[src/design/chfx_pkg.sv]
// Shared constants, types and angle table for the compass heading block.
package chfx_pkg;

    // CORDIC iteration count, limited to the size of the angle table
    localparam int CORDIC_STEPS  = 16;
    localparam int ANG_TABLE_LEN = 24;
    localparam int STEPS = (CORDIC_STEPS > ANG_TABLE_LEN) ? ANG_TABLE_LEN : CORDIC_STEPS;

    localparam int RAW_W     = 16;
    localparam int GAIN_W    = 16;
    localparam int PROD_W    = 32;
    localparam int PRE_SHIFT = 24;
    // |product| <= 2^30, pre-scaled by 2^24, CORDIC growth below 2.4
    localparam int VEC_W     = 58;
    localparam int ANG_W     = 26;
    localparam int ATAN_W    = 22;
    localparam int FRAC_DEG  = 16;
    localparam int DEG_W     = 9;

    localparam logic signed [ANG_W-1:0] DEG_180 = ANG_W'(180 * 65536);
    localparam logic signed [ANG_W-1:0] DEG_360 = ANG_W'(360 * 65536);

    // atan(2^-i) in degrees, times 2^16, rounded
    localparam logic [ATAN_W-1:0] ANG_TAB [ANG_TABLE_LEN] = '{
        22'd2949120, 22'd1740967, 22'd919879, 22'd466945, 22'd234379, 22'd117304,
        22'd58666,   22'd29335,   22'd14668,  22'd7334,   22'd3667,   22'd1833,
        22'd917,     22'd458,     22'd229,    22'd115,    22'd57,     22'd29,
        22'd14,      22'd7,       22'd4,      22'd2,      22'd1,      22'd0
    };

    localparam logic [DEG_W-1:0] HEAD_0   = 9'd0;
    localparam logic [DEG_W-1:0] HEAD_90  = 9'd90;
    localparam logic [DEG_W-1:0] HEAD_180 = 9'd180;
    localparam logic [DEG_W-1:0] HEAD_270 = 9'd270;

    // Configuration register map
    localparam int CFG_IDX_W = 8;
    typedef enum logic [CFG_IDX_W-1:0] {
        CFG_X_GAIN = 8'd0,
        CFG_Y_GAIN = 8'd1
    } t_cfg_idx;

    localparam logic signed [GAIN_W-1:0] X_GAIN_RST = -16'sd1500;
    localparam logic signed [GAIN_W-1:0] Y_GAIN_RST = 16'sd1494;

    // Queue between front and back
    localparam int Q_DEPTH = 4;
    localparam int Q_AW    = $clog2(Q_DEPTH);

    // Result queue; deep enough to cover every item in the CORDIC pipe
    localparam int OUT_DEPTH = 2 ** $clog2(STEPS + 3);
    localparam int OUT_AW    = $clog2(OUT_DEPTH);
    localparam int CNT_W     = OUT_AW + 1;

    typedef struct packed {
        logic signed [PROD_W-1:0] px;
        logic signed [PROD_W-1:0] py;
        logic                     special;
        logic [DEG_W-1:0]         sp_deg;
    } t_work;

endpackage

[src/design/chfx_front.sv]
// Front: gain registers, input capture with axis scaling, special-case classification.
module chfx_front import chfx_pkg::*; (
    input  logic                   i_clk,
    input  logic                   i_rst_n,
    input  logic                   i_push,
    output logic                   o_full,
    input  logic signed [RAW_W-1:0] i_raw_x,
    input  logic signed [RAW_W-1:0] i_raw_y,
    input  logic                   i_cfg_valid,
    input  logic [CFG_IDX_W-1:0]   i_cfg_index,
    input  logic [GAIN_W-1:0]      i_cfg_data,
    output logic                   o_q_push,
    output t_work                  o_q_item,
    input  logic                   i_q_full
);

    logic signed [GAIN_W-1:0] r_x_gain, r_y_gain;
    logic signed [PROD_W-1:0] r_px, r_py;
    logic                     r_vld;
    logic                     w_accept;
    logic signed [PROD_W-1:0] w_px, w_py;

    assign o_full   = r_vld && i_q_full;
    assign w_accept = i_push && !o_full;
    assign o_q_push = r_vld && !i_q_full;

    assign w_px = PROD_W'(i_raw_x) * PROD_W'(r_x_gain);
    assign w_py = PROD_W'(i_raw_y) * PROD_W'(r_y_gain);

    always_ff @(posedge i_clk) begin
        if (!i_rst_n) begin
            r_x_gain <= X_GAIN_RST;
            r_y_gain <= Y_GAIN_RST;
        end else if (i_cfg_valid) begin
            unique case (i_cfg_index)
                CFG_X_GAIN: r_x_gain <= i_cfg_data;
                CFG_Y_GAIN: r_y_gain <= i_cfg_data;
                default:    ;
            endcase
        end
    end

    always_ff @(posedge i_clk) begin
        if (!i_rst_n) begin
            r_vld <= 1'b0;
        end else if (w_accept) begin
            r_vld <= 1'b1;
        end else if (o_q_push) begin
            r_vld <= 1'b0;
        end
    end

    always_ff @(posedge i_clk) begin
        if (w_accept) begin
            r_px <= w_px;
            r_py <= w_py;
        end
    end

    // Vectors on an axis bypass the CORDIC
    always_comb begin
        o_q_item.px      = r_px;
        o_q_item.py      = r_py;
        o_q_item.special = (r_py == '0) || (r_px == '0);
        priority if (r_py == '0) begin
            o_q_item.sp_deg = r_px[PROD_W-1] ? HEAD_180 : HEAD_0;
        end else begin
            o_q_item.sp_deg = r_py[PROD_W-1] ? HEAD_90 : HEAD_270;
        end
    end

endmodule

[config.mk]
export PLATFORM = sky130hd
export DESIGN_NAME = chfx_front
export DESIGN_NICKNAME = d
export VERILOG_FILES = /design/src/design/chfx_pkg.sv /design/src/design/chfx_front.sv
export SDC_FILE = /design/constraint.sdc
export NUM_CORES = 2
export LEC_CHECK = 0
export BUFFER_PORTS_ARGS = -buffer_cell sky130_fd_sc_hd__buf_2
export CELL_PAD_IN_SITES_DETAIL_PLACEMENT = 0
export CELL_PAD_IN_SITES_GLOBAL_PLACEMENT = 2
export CORE_MARGIN = 5
export CORE_UTILIZATION = 45
export CTS_BUF_LIST = sky130_fd_sc_hd__clkbuf_4 sky130_fd_sc_hd__clkbuf_8
export CTS_CLUSTER_DIAMETER = 150
export DETAILED_ROUTE_END_ITERATION = 16
export GPL_TIMING_DRIVEN = 0
export PLACE_DENSITY_LB_ADDON = 0.15
export SYNTH_ARGS = -nofsm -noshare
export SYNTH_HDL_FRONTEND = slang
export SYNTH_SLANG_ARGS = --single-unit
[constraint.sdc]
create_clock -name i_clk -period 13.75 [get_ports i_clk]
set_input_delay 0.6875 -clock i_clk [delete_from_list [all_inputs] [get_ports i_clk]]
set_output_delay 0.6875 -clock i_clk [all_outputs]
set_load 0.05 [all_outputs]
==> impl_metrics.toml <==
[run_status]
status = "finished clean"

[die]
boundaryPins = 137
dieHeight_um = 236
core_mm2 = 0.0511
dieWidth_um = 236
die_area_mm2 = 0.0559
initial_core_util = 0.452
rows = 83

[synth]
syn_nets = 3134
syn_inst = 2385
synth_common_cells = "581 x inv_1, 524 x fa_1, 272 x nand2_1"
avgSynthCellArea_um2 = 9.68
synth-seq-cells = 97
synth_seq_area_share = 0.112
ys_top_cells_by_area = "fa_1 45%, inv_1 9.4%, ha_1 8.9%, edfxtp_1 8.3%, and2_1 6.8%"
synth_ff_type = "edfxtp_1"
yosysTopAreaCell = "fa_1"
synth_top_cell_area_share = 0.454
yosys_warnings = 0
synth_cell_types = 64
synth_async_sr_flop_share = 0
synth.most_common_cell = "inv_1"
synth_area_mm2 = 0.0231
synth_edf_count = 64

[detailed_routing]
dr_wl_met2_um = 28700
wirelength_um = 59800
routedWlPerCell_um = 18.6
topRoutingLayerUsed = "met4"
viasPerCell = 5.09
vias = 16376
drtIter0Drc = 835
ant_nets = 0
route.detailed.drc = 0
dr.pass1.iters = 7
wl_met3_um = 3340
drt-met1-wl_um = 26900

[clock_network]
clock_path_buffers = 2
htreeDepth = 3
clk_pin_slew_worst_paths_ps = 110
cts_tree = "built"
root_buffer = "clkbuf_8"
cts.repair.resized = 0
clk_latency_ps = 460
numCtsBuffers = 9
post-cts-setup-buffer-count = 0
cts_hold_buf = 0
cts.sinks = 97

[power_and_ir_drop]
p_seq_frac = 0.123
p_sw_uw = 2930
intPower_uw = 2530
pwr-share-clk = 0.038
power.density_mw_per_mm2 = 219
p_sw_frac = 0.536
comb_power_share = 0.839
leakage_uw = 0.0124
ir_drop_uv = 331

[worst_setup_path]
crit_type = "reg2reg"
crit_path_max_fanout = 10
start_kind = "flop"
arrival_ps = 7350
critical_path_required_ps = 13970
worstSetupEndpointType = "flop"

[finish]
drive_gt1_frac = 0.0713
fin_nets = 3282
syn_to_final_growth_pct = 7.73
n_antenna_cell = 0

[timing]
hold_violations = 0
fin_tns_setup_ps = 0
maxClockFrequency_mhz = 140
fin_skew_ps = 21.4
max_slew_margin = 0.300
rsz0062_at_grt = "false"
finalSetupViolations = 0
fin_crit_ps = 7140
slew_violations = 0
setup_ws_ps = 6610
worst-slew-pin-transition_ps = 1040
finalCritPeriodShare = 0.519

[place]
dp_hpwl_um = 52000
place.gp.congestion = 0.869
dp_slack_ps = 6190
port_buffers = 135

[flow_run]
max-cap-violations = 0

[grt]
grt_pass1_vias = 16991
grt_pass1_wl_um = 95200
antenna_found_initial = 5
grt-ovfl-total = 0
grt_max_degree = 32
track_usage = 0.219

[worst_hold_path]
hold_path_class = "in2reg"
[sequential cells by signal, summed over array words and instances, names as in the netlist]
name      count
r_py         32
r_px         32
r_x_gain     16
r_vld         1
r_y_gain     16
[through the flow]
step                utilization  hold WS (ps)  area [µm²]  std cells  total power [µW]
floorplan                     -           522       23100       2385              4250
global placement          0.482           578       24600       3200              5230
CTS                       0.487           413       24900       3218              5520
finish                    0.487           459       24900       3218              5450
detailed placement        0.483           612       24700       3202              5260
global route              0.487           420       24900       3218              6070
[placed cells by master, fill, tap and decap left out, types with 11 or more instances in the layout]
cell type	count
buf_2	137
nand3_1	13
nand2b_1	16
nor2_1	52
fa_1	524
ha_1	164
nor2b_1	21
mux2i_1	32
inv_1	581
xor2_1	12
nor3_1	11
clkbuf_1	77
a21oi_1	44
o21ai_0	30
and2_1	250
edfxtp_1	64
nor4_1	21
xnor2_1	55
dfxtp_1	33
nand2_1	272
[per-layer routing]
layer | up-vias | GRT usage
met5 | - | 0
met4 | 0 | 0.0341
met3 | 42 | 0.0376
met2 | 379 | 0.352
met1 | 8548 | 0.322
li1 | 7407 | -
[power by group through the flow]
stage | registers, µW | clock network [µW] | logic [µW]
after global routing | 683 | 229 | 5160
final | 670 | 210 | 4570
after global placement | 676 | 0 | 4550
after floorplan | 929 | 0 | 3330
after detailed placement | 675 | 0 | 4590
after CTS | 670 | 221 | 4630
[final timing paths]
kind         cells past startpoint                      from                  endpoint  slack (ps)
max                             21  r_y_gain[5]$_SDFFE_PN0P_        r_py[28]$_DFFE_PP_        6610
min reg2reg                      2  r_x_gain[0]$_SDFFE_PN0P_  r_x_gain[0]$_SDFFE_PN0P_         630
max reg2reg                     21  r_y_gain[5]$_SDFFE_PN0P_        r_py[28]$_DFFE_PP_        6610
min                              2                    i_push        r_vld$_SDFFE_PN0P_         460
[logic make-up after synthesis]
logic type / Yosys count / synth area share
XOR/XNOR: 67 / 0.0254
other: 1 / 0.000162
adder cells (fa/ha/maj): 688 / 0.543
flip-flops: 97 / 0.112
AND/OR/NAND/NOR: 688 / 0.152
buffers and inverters: 664 / 0.109
multiplexers: 32 / 0.0139
AO/OA/AOI/OAI: 148 / 0.0451
[cell type report]
cell class / instances / area (µm²)
buffer: 83 / 327
tap: 680 / 851
fill: 5079 / 26200
clock buffer: 9 / 124
multi-input combinational: 1624 / 18000
sequential: 97 / 2580
inverter: 581 / 2180
timing repair buffer: 137 / 716
clock inverter: 7 / 86.3
[critical path, stage by stage (launching register included)]
cell,delay (ps)
dfxtp_1,710
clkbuf_1,550
and2_1,250
fa_1,420
inv_1,80
fa_1,470
fa_1,520
inv_1,50
fa_1,490
fa_1,490
inv_1,50
fa_1,470
inv_1,40
ha_1,370
nand2_1,70
o21ai_0,310
a21oi_1,170
a21oi_1,420
o31ai_1,220
o31ai_1,370
a41oi_1,200
xnor2_1,160
Power figures use the tool's default switching activity.
