**src/design/chfx_pkg.sv**
```systemverilog
// Shared constants, types and angle table for the compass heading block.
package chfx_pkg;

    // CORDIC iteration count, limited to the size of the angle table
    localparam int CORDIC_STEPS  = 16;
    localparam int ANG_TABLE_LEN = 24;
    localparam int STEPS = (CORDIC_STEPS > ANG_TABLE_LEN) ? ANG_TABLE_LEN : CORDIC_STEPS;

    localparam int RAW_W     = 16;
    localparam int GAIN_W    = 16;
    localparam int PROD_W    = 32;
    localparam int PRE_SHIFT = 24;
    // |product| <= 2^30, pre-scaled by 2^24, CORDIC growth below 2.4
    localparam int VEC_W     = 58;
    localparam int ANG_W     = 26;
    localparam int ATAN_W    = 22;
    localparam int FRAC_DEG  = 16;
    localparam int DEG_W     = 9;

    localparam logic signed [ANG_W-1:0] DEG_180 = ANG_W'(180 * 65536);
    localparam logic signed [ANG_W-1:0] DEG_360 = ANG_W'(360 * 65536);

    // atan(2^-i) in degrees, times 2^16, rounded
    localparam logic [ATAN_W-1:0] ANG_TAB [ANG_TABLE_LEN] = '{
        22'd2949120, 22'd1740967, 22'd919879, 22'd466945, 22'd234379, 22'd117304,
        22'd58666,   22'd29335,   22'd14668,  22'd7334,   22'd3667,   22'd1833,
        22'd917,     22'd458,     22'd229,    22'd115,    22'd57,     22'd29,
        22'd14,      22'd7,       22'd4,      22'd2,      22'd1,      22'd0
    };

    localparam logic [DEG_W-1:0] HEAD_0   = 9'd0;
    localparam logic [DEG_W-1:0] HEAD_90  = 9'd90;
    localparam logic [DEG_W-1:0] HEAD_180 = 9'd180;
    localparam logic [DEG_W-1:0] HEAD_270 = 9'd270;

    // Configuration register map
    localparam int CFG_IDX_W = 8;
    typedef enum logic [CFG_IDX_W-1:0] {
        CFG_X_GAIN = 8'd0,
        CFG_Y_GAIN = 8'd1
    } t_cfg_idx;

    localparam logic signed [GAIN_W-1:0] X_GAIN_RST = -16'sd1500;
    localparam logic signed [GAIN_W-1:0] Y_GAIN_RST = 16'sd1494;

    // Queue between front and back
    localparam int Q_DEPTH = 4;
    localparam int Q_AW    = $clog2(Q_DEPTH);

    // Result queue; deep enough to cover every item in the CORDIC pipe
    localparam int OUT_DEPTH = 2 ** $clog2(STEPS + 3);
    localparam int OUT_AW    = $clog2(OUT_DEPTH);
    localparam int CNT_W     = OUT_AW + 1;

    typedef struct packed {
        logic signed [PROD_W-1:0] px;
        logic signed [PROD_W-1:0] py;
        logic                     special;
        logic [DEG_W-1:0]         sp_deg;
    } t_work;

endpackage

```
**src/design/chfx_queue.sv**
```systemverilog
// Short work queue between the front (scaling) and the back (CORDIC).
module chfx_queue import chfx_pkg::*; (
    input  logic  i_clk,
    input  logic  i_rst_n,
    input  logic  i_push,
    input  t_work i_item,
    output logic  o_full,
    output logic  o_empty,
    input  logic  i_pop,
    output t_work o_item
);

    t_work             r_mem [Q_DEPTH];
    logic [Q_AW-1:0]   r_wr, r_rd;
    logic [Q_AW:0]     r_cnt;
    logic              w_push, w_pop;

    assign o_full  = (r_cnt == (Q_AW+1)'(Q_DEPTH));
    assign o_empty = (r_cnt == '0);
    assign o_item  = r_mem[r_rd];
    assign w_push  = i_push && !o_full;
    assign w_pop   = i_pop && !o_empty;

    always_ff @(posedge i_clk) begin
        if (!i_rst_n) begin
            r_wr  <= '0;
            r_rd  <= '0;
            r_cnt <= '0;
        end else begin
            if (w_push) begin
                r_wr <= r_wr + 1'b1;
            end
            if (w_pop) begin
                r_rd <= r_rd + 1'b1;
            end
            r_cnt <= r_cnt + (Q_AW+1)'(w_push) - (Q_AW+1)'(w_pop);
        end
    end

    always_ff @(posedge i_clk) begin
        if (w_push) begin
            r_mem[r_wr] <= i_item;
        end
    end

endmodule

```
**config.mk**
```make
export PLATFORM = sky130hd
export DESIGN_NAME = chfx_queue
export DESIGN_NICKNAME = d
export VERILOG_FILES = /design/src/design/chfx_pkg.sv /design/src/design/chfx_queue.sv
export SDC_FILE = /design/constraint.sdc
export NUM_CORES = 1
export LEC_CHECK = 0
export BUFFER_PORTS_ARGS = -buffer_cell sky130_fd_sc_hd__buf_2
export CORE_AREA = 3 3 164 166
export CTS_CLUSTER_DIAMETER = 120
export DETAILED_ROUTE_END_ITERATION = 12
export DIE_AREA = 0 0 167 169
export GPL_ROUTABILITY_DRIVEN = 0
export GPL_TIMING_DRIVEN = 0
export SYNTH_ARGS = -nofsm -noshare
export SYNTH_HDL_FRONTEND = slang
export SYNTH_SLANG_ARGS = --single-unit
```
**constraint.sdc**
```tcl
create_clock -name i_clk -period 4.1 [get_ports i_clk]
set_clock_uncertainty 0.1 [all_clocks]
set_input_delay 0.41 -clock i_clk [delete_from_list [all_inputs] [get_ports i_clk]]
set_output_delay 0.41 -clock i_clk [all_outputs]
set_load 0.05 [all_outputs]
```
==> flow_metrics.py, run 1 <==
metrics = {
    "detailed_routing": {
        "drc": 0,
        "antenna_left": 0,
        "viasPerCell": 5.099,
        "finalWirelength_um": 21060,
        "drtIter0Drc": 434,
        "firstDrtPassIters": 4,
        "num_vias": 5385,
        "wl_per_cell_um": 19.94,
    },
    "timing": {
        "final.setup.worst_slack_ps": 1444,
        "final.setup.tns_ps": 0,
        "whs_ps": 115.9,
        "setup_viol": 0,
        "period_needed_ps": 2656,
        "rsz0062_at_grt": "false",
        "worstMarginPinSlew_ps": 654.3,
        "slew_violations": 0,
        "hold_violations": 0,
        "fmax_mhz": 376.5,
        "maxSlewHeadroom_pct": 56.38,
        "finalCritPeriodShare_pct": 64.78,
    },
    "setup_path": {
        "critPathLaunchType": "flop",
        "critical_path.slowest_cell": "fa_1",
        "crit_fanout": 7,
        "cp_cell_sequence": "nor3b_2 -> nor2b_1 -> clkbuf_1 -> inv_1 -> ha_1 -> inv_1 -> ha_1 -> fa_1 -> xnor2_1 -> xnor2_1 -> and2_1",
        "worstSetupPathType": "flop to flop",
        "arrival_ps": 2990,
        "max_stage_delay_ps": 420,
        "endpoint_kind": "flop",
        "critical_path_required_ps": 4430,
    },
    "finish": {
        "diodes": 0,
        "final_cells": 1056,
        "syn_to_final_growth_pct": 26.52,
        "fillers": 1974,
        "postLayoutCoreUtil_pct": 54.83,
        "drive_gt1_share_pct": 39.94,
        "nets": 784,
        "fin_area_um2": 14130,
    },
    "logic_synthesis": {
        "synth_mux_area_share_pct": 15.11,
        "synth-seq-cells": 305,
        "synthXorXnorAreaFrac_pct": 0.1569,
        "synth_fp_nets": 522,
        "synth_compound_area_share_pct": 0.2017,
        "synth-adder-area-share_pct": 0.8516,
        "synth_cells": 437,
        "synth_area_um2": 11170,
        "synth_area_per_cell_um2": 25.55,
        "synth_top_family_by_area": "multiplexers",
        "synth-seq-area-share_pct": 81.22,
        "synth_cell_types": 21,
        "synth-simple-area-share_pct": 1.065,
        "yosys_warnings": 0,
    },
    "floorplanning": {
        "die_width_um": 167,
        "num_io_pins": 154,
        "start_util_pct": 43.34,
        "dieArea_um2": 28220,
        "die_h_um": 169,
        "fp-row-count": 59,
        "coreArea_um2": 25760,
    },
    "outcome": {
        "status": "finished, final reports clean",
    },
    "clock_network": {
        "cts_buffers": 30,
        "cts_max_level": 1,
        "cts_sinks": 305,
        "clk_pin_slew_ps": 60,
        "clk_path_buf_depth": 3,
        "cts_tree": "done",
        "clk_latency_ps": 540,
        "cts_setup_buffers": 0,
        "clockRootBuffer": "clkbuf_16",
    },
    "grt": {
        "grt-ovfl-total": 0,
        "grt_pass1_vias": 5827,
        "grt_pass1_wl_um": 32910,
        "grt_max_degree": 45,
        "track_usage_pct": 14.73,
        "antenna_found_initial": 0,
    },
    "hold_path": {
        "hp-class": "primary input to flop",
    },
    "placed_design": {
        "place_hpwl_um": 12610,
        "dp_cells": 928,
        "pre_cts_slack_ps": 1447,
        "numPortBuffers": 152,
        "placed_area_um2": 12470,
    },
    "pwr": {
        "ir_drop_mv": 0.3992,
        "powerDensity_nw_per_um2": 649.5,
        "p_total_mw": 9.176,
        "power_leakage_nw": 4.809,
    },
    "job": {
        "max_cap_violations": 0,
    },
}
[worst max-delay path: cells and delay by family (launching register included)]
kind,cells,cell delay [ps]
buffers and inverters,3,460
XOR/XNOR,2,280
flip-flops,1,340
AND/OR/NAND/NOR,3,460
adder cells (fa/ha/maj),3,900
[layout by cell type (no fill, tap or decap), types with 3 or more instances in the layout]
cell,Yosys,layout
clkinv_1,0,9
buf_16,0,4
and2_4,0,4
buf_2,8,160
o21ai_0,3,3
edfxtp_1,296,296
nand2_1,6,6
buf_6,7,7
dlygate4sd3_1,0,74
dfxtp_1,9,9
clkbuf_1,2,11
mux4_2,74,74
inv_1,6,6
ha_1,6,6
clkbuf_16,0,31
and2_1,7,3
[where the power goes]
group          internal [mW]  switching [mW]
sequential              3.78          0.0780
combinational          0.885            1.86
clock                   1.50            1.08
[layout make-up]
class / count / area (um2) / share of cell area [%]
tap: 335 / 419.2 / 2.967
multi-input combinational: 108 / 1951 / 13.81
clock inverter: 14 / 111.4 / 0.7882
inverter: 6 / 22.52 / 0.1594
sequential: 305 / 9069 / 64.19
timing repair buffer: 230 / 1612 / 11.41
buffer: 18 / 133.9 / 0.9477
clock buffer: 40 / 809.5 / 5.730
[logic make-up after synthesis]
logic type | Yosys count
multiplexers | 76
AND/OR/NAND/NOR | 19
XOR/XNOR | 2
AO/OA/AOI/OAI | 4
adder cells (fa/ha/maj) | 7
flip-flops | 305
buffers and inverters | 24
[registers in the layout (all words and copies together) (netlist names), named ones only]
name and flops:
r_wr 2, r_cnt 3, r_mem 296, r_rd 2
[routing by layer]
metal / GRT usage (%) / part of all wire (%) / vias up
li1: - / - / 2386
met1: 20.06 / 44 / 2815
met2: 24.63 / 49 / 149
met3: 3.246 / 5.6 / 35
met4: 3.551 / 1.8 / 0
met5: 0 / 0 / -
[cells in the mapped netlist]
library cell | number | area [um2]
edfxtp_1 | 296 | 8889
mux4_2 | 74 | 1667
dfxtp_1 | 9 | 180.2
buf_2 | 8 | 40.04
and2_1 | 7 | 43.79
buf_6 | 7 | 78.83
ha_1 | 6 | 75.07
inv_1 | 6 | 22.52
nand2_1 | 6 | 22.52
o21ai_0 | 3 | 15.01
clkbuf_1 | 2 | 7.510
mux2i_1 | 2 | 20.02
nor2b_1 | 2 | 12.51
xnor2_1 | 2 | 17.52
a21boi_0 | 1 | 7.510
buf_4 | 1 | 7.510
fa_1 | 1 | 20.02
nor3_2 | 1 | 10.01
nor3b_2 | 1 | 12.51
or3_1 | 1 | 6.260
or4bb_1 | 1 | 11.26
[path summary, 6_finish.rpt]
kind                                 end  slack [ps]  depth (start not counted)     start
worst max register to register  r_cnt[2]        1440                         11  r_cnt[2]
worst min register to register      flop         400                          2   r_rd[0]
worst min-delay path             r_wr[0]         120                          3   i_rst_n
worst max-delay path            r_cnt[2]        1440                         11  r_cnt[2]
[timing repair]
item,4_1_cts,5_1_grt
hold endpoints to repair,296,0
setup endpoints to repair,0,0
resized for setup,0,0
hold buffers,74,0
Power figures use the tool's default switching activity.
==> run 2: changes to the inputs <==
- PLACE_DENSITY: unset -> 0.65
- clock period: 4.1 -> 2.3 ns (I/O delays scaled with it)
==> flow_metrics.py, run 2 (synthesis gave the netlist of run 1 again) <==
metrics = {
    "finish": {
        "syn_to_final_growth_pct": 32.70,
        "top_register": "r_mem",
        "final_cell_mix": "edfxtp_1, buf_2, dlygate4sd3_1",
        "final_cells": 1062,
        "nets": 795,
        "final_common_cell": "edfxtp_1",
        "largest_reg_flops": 296,
        "postLayoutCoreUtil_pct": 57.51,
        "fin_area_um2": 14820,
        "drive_gt1_share_pct": 42.23,
        "diodes": 0,
        "layout_top_registers": "r_mem (296), r_cnt (3)",
    },
    "setup_path": {
        "crit_fanout": 7,
        "reg2regPathDepth": 11,
        "arrival_ps": 2020,
        "critPathLaunchType": "flop",
        "worstSetupPathType": "flop to primary output",
        "endpoint_kind": "primary output",
        "critical_path_required_ps": 1970,
    },
    "timing": {
        "maxSlewHeadroom_pct": 57.09,
        "hold_violations": 0,
        "period_needed_ps": 2351,
        "fmax_mhz": 425.3,
        "final.setup.worst_slack_ps": -51.22,
        "setup_viol": 49,
        "rsz0062_at_grt": "true",
        "slew_violations": 0,
        "finalCritPeriodShare_pct": 102.2,
        "worstMarginPinSlew_ps": 643.7,
    },
    "floorplanning": {
        "coreArea_um2": 25760,
        "die_h_um": 169,
        "start_util_pct": 43.34,
        "dieArea_um2": 28220,
        "fp-row-count": 59,
        "die_width_um": 167,
        "num_io_pins": 154,
    },
    "pwr": {
        "powerDensity_nw_per_um2": 1164,
        "power_leakage_nw": 5.046,
        "p_total_mw": 17.25,
        "ir_drop_mv": 0.7519,
    },
    "detailed_routing": {
        "viasPerCell": 5.060,
        "drtIter0Drc": 379,
        "drc": 0,
        "antenna_left": 0,
        "firstDrtPassIters": 4,
        "finalWirelength_um": 21590,
        "num_vias": 5374,
        "wl_per_cell_um": 20.33,
    },
    "grt": {
        "track_usage_pct": 15.16,
        "grt_pass1_wl_um": 33670,
        "grt_pass1_vias": 6040,
        "grt_max_degree": 40,
        "grt-ovfl-total": 0,
        "antenna_found_initial": 0,
    },
    "placed_design": {
        "place_hpwl_um": 12410,
        "numPortBuffers": 152,
        "placed_area_um2": 12490,
        "pre_cts_slack_ps": -49.66,
        "dp_cells": 928,
    },
    "outcome": {
        "violations": "negative setup slack",
        "status": "finished, violations left",
    },
    "clock_network": {
        "cts_sinks": 305,
        "clk_latency_ps": 530,
        "cts_buffers": 30,
        "clk_path_buf_depth": 3,
        "clk_pin_slew_ps": 60,
        "cts_max_level": 1,
        "cts_tree": "done",
        "clockRootBuffer": "clkbuf_16",
    },
    "hold_path": {
        "hp-class": "primary input to flop",
        "holdPathStages": 5,
    },
    "job": {
        "max_cap_violations": 0,
    },
}
-- run 2: cell count changes in the layout (fill, tap and decap cells not counted), sizes merged --
cell / before / now
clkinvlp: 1 / 0
bufinv: 2 / 1
clkinv: 11 / 9
dlygate4sd3: 74 / 76
buf: 172 / 179
clkbuf: 42 / 43
-- run 2: per-layer routing --
metal	up-vias	track usage [%]	part of all wire (%)
met1	2766	19.77	40
met3	36	2.802	5.6
met4	0	4.053	2.1
met2	170	26.51	52
met5	-	0	0
li1	2402	-	-
-- run 2: power breakdown --
part / switching (mW) / internal (mW) / total [mW]
Sequential: 0.172 / 6.75 / 6.92
Clock: 1.81 / 2.53 / 4.34
Combinational: 3.52 / 2.47 / 5.99
Total: 5.50 / 11.8 / 17.3
-- run 2: timing repair --
action,in CTS,in global routing
pin swaps,0,4
setup endpoints to repair,71,72
hold buffers,76,0
endpoints found under the hold margin,305,0
cloned,2,2
setup buffers,6,0
gates resized for setup,127,39
-- run 2: worst max-delay path, stage by stage (launching register included) --
cell       delay (ps)
dfxtp_4           400
buf_12            190
clkbuf_16         190
mux4_2            530
buf_6             170
-- run 2: path summary, 6_finish.rpt --
path / startpoint / slack, ps / end
setup / recovery: flop / -50 / o_item[33]
hold reg to reg: r_wr[1] / 390 / r_wr[1]
hold / removal: i_push / 170 / r_wr[0]
setup reg to reg: r_cnt[2] / 40 / r_cnt[2]
-- run 2: final cells by class --
cell class,count,area (um2)
Sequential cell,305,9079
Tap cell,335,419.2
Timing Repair Buffer,242,2221
Clock inverter,10,66.31
Clock buffer,39,805.8
Buffer,17,205.2
Multi-Input combinational cell,108,1998
Fill cell,1881,10950
Inverter,6,22.52
-- run 2: stage by stage --
| stage | TNS, ps | hold WS [ps] |
|---|---|---|
| after detailed placement | -49.66 | 347.9 |
| after global routing | -6072 | 198.1 |
| after CTS | -3593 | 128.7 |
| final | -1008 | 174.0 |
| after floorplan | -4471 | 228.9 |
| after global placement | -192670 | 339.5 |
==> run 3: changes to the inputs <==
- CORE_AREA: 3 3 164 166 -> 5 5 166 168
- DIE_AREA: 0 0 167 169 -> 0 0 171 173
==> flow_metrics.py, run 3 (synthesis gave the netlist of run 1 again) <==
metrics = {
    "outcome": {
        "status": "finished, final reports clean",
    },
    "hold_path": {
        "hold_start": "i_push",
        "hp-class": "primary input to flop",
    },
    "setup_path": {
        "critical_path_required_ps": 1970,
        "timing.rr.end": "r_cnt[2]",
        "critical_path.slowest_cell": "mux4_2",
        "crit_fanout": 10,
        "r2r_setup_slack_ps": 60,
        "worstSetupPathType": "flop to primary output",
        "max_stage_delay_ps": 530,
        "crit_end": "o_item[23]",
        "critPathLaunchType": "flop",
        "reg2regPathDepth": 11,
        "cp_cell_sequence": "buf_12 -> buf_12 -> mux4_2 -> buf_6",
        "r2r-start": "r_cnt[2]",
        "crit_top_cell": "buf_12",
        "arrival_ps": 1930,
        "endpoint_kind": "primary output",
    },
    "detailed_routing": {
        "wl_per_cell_um": 20.02,
        "antenna_left": 0,
        "drtIter0Drc": 224,
        "finalWirelength_um": 21240,
        "num_vias": 5333,
        "firstDrtPassIters": 4,
        "viasPerCell": 5.026,
        "drc": 0,
    },
    "finish": {
        "fillers": 1892,
        "diodes": 0,
        "final_cell_mix": "edfxtp_1, buf_2, dlygate4sd3_1",
        "final_common_cell": "edfxtp_1",
        "nets": 788,
        "top_register": "r_mem",
        "largest_reg_flops": 296,
        "layout_top_registers": "r_mem (296), r_cnt (3)",
        "syn_to_final_growth_pct": 31.87,
        "drive_gt1_share_pct": 41.46,
    },
    "clock_network": {
        "clk_path_buf_depth": 3,
        "cts_sinks": 305,
        "clk_latency_ps": 530,
        "clockRootBuffer": "clkbuf_16",
        "clk_pin_slew_ps": 60,
        "cts_tree": "done",
        "cts_max_level": 1,
        "cts_buffers": 30,
    },
    "pwr": {
        "p_sw_mw": 5.524,
        "p_total_mw": 17.42,
        "ir_drop_mv": 0.7924,
        "clock_power_share_pct": 27.5,
        "combPwrFrac_pct": 32.9,
        "p_int_mw": 11.90,
        "power_leakage_nw": 5.016,
        "seq_power_share_pct": 39.6,
        "powerDensity_nw_per_um2": 1183,
        "p_sw_share_pct": 31.71,
    },
    "placed_design": {
        "numPortBuffers": 152,
        "place_hpwl_um": 12840,
    },
    "grt": {
        "antenna_found_initial": 0,
        "grt-ovfl-total": 0,
        "track_usage_pct": 14.07,
        "grt_max_degree": 41,
        "grt_pass1_wl_um": 32510,
        "grt_pass1_vias": 5796,
    },
    "timing": {
        "maxSlewHeadroom_pct": 57.46,
        "setup_viol": 0,
        "period_needed_ps": 2256,
        "finalCritPeriodShare_pct": 98.08,
        "hold_violations": 0,
        "final.setup.tns_ps": 0,
        "fmax_mhz": 443.3,
        "slew_violations": 0,
        "rsz0062_at_grt": "true",
        "worstMarginPinSlew_ps": 638.1,
    },
    "floorplanning": {
        "start_util_pct": 43.34,
        "dieArea_um2": 29580,
        "die_width_um": 171,
        "num_io_pins": 154,
        "coreArea_um2": 25760,
        "die_h_um": 173,
        "fp-row-count": 59,
    },
    "job": {
        "max_cap_violations": 0,
    },
}
run 3: changes by cell type in the layout (fill, tap and decap cells not counted), moves of 3 or more:
cell / change
bufinv_16: +3
buf_8: -4
clkinv_1: +4
buf_6: +6
clkbuf_1: -3
buf_16: -3
run 3: repair_timing:
item	CTS	global route
hold endpoints to repair	305	0
pin swaps	0	0
hold buffers	76	0
cloned	0	0
resized for setup	132	20
endpoints found under the setup margin	71	74
setup buffers	1	1
run 3: how the worst min path moves through the flow:
stage	to	slack (ps)	cells after the start
global placement	r_mem[0][63]	340	1
CTS	r_wr[1]	90	4
finish	r_wr[1]	90	4
detailed placement	r_mem[3][28]	350	1
floorplan	r_mem[0][0]	230	0
global route	r_wr[1]	90	4
run 3: power by group through the flow:
| stage | Sequential (mW) | Clock, mW | Combinational [mW] |
|---|---|---|---|
| 2_1_floorplan | 6.97 | 0 | 3.74 |
| 3_3_place_gp | 7.00 | 0 | 4.78 |
| 3_5_place_dp | 7.01 | 0 | 4.92 |
| 4_1_cts | 6.90 | 4.91 | 5.71 |
| 5_1_grt | 6.93 | 5.15 | 6.02 |
| 6_report | 6.89 | 4.80 | 5.73 |
run 3: cell type report:
cell class                      count  area, um2  area share, %
Sequential cell                   305       9074          61.62
Timing Repair Buffer              234       2041          13.86
Multi-Input combinational cell    108       1968          13.37
Clock buffer                       36      794.5          5.396
Tap cell                          335      419.2          2.847
Buffer                             18      217.7          1.479
Clock inverter                     19      187.7          1.275
Inverter                            6      22.52         0.1530
run 3: metal layers:
layer,track usage [%],up-vias,share of wire [%]
met4,3.500,0,2.0
met2,24.98,146,53
met1,17.60,2755,40
met3,2.991,38,5.8
met5,0,-,0
li1,-,2394,-
run 3: worst max-delay path: cells and delay by family (launching register included):
kind	cells	cell delay, ps
multiplexers	1	530
buffers and inverters	3	490
flip-flops	1	350
run 3: through the flow:
step	utilization [%]	hold slack (ps)	cells	area, um2	worst slack, ps
final	57.15	93.28	1061	14720	44.14
after global routing	57.15	92.63	1061	14720	-50.41
after CTS	56.85	94.70	1060	14650	-7.883
after detailed placement	48.47	348.0	928	12490	-4.006
after global placement	48.02	340.2	924	12370	-725.3
after floorplan	-	228.9	437	11190	-125.6
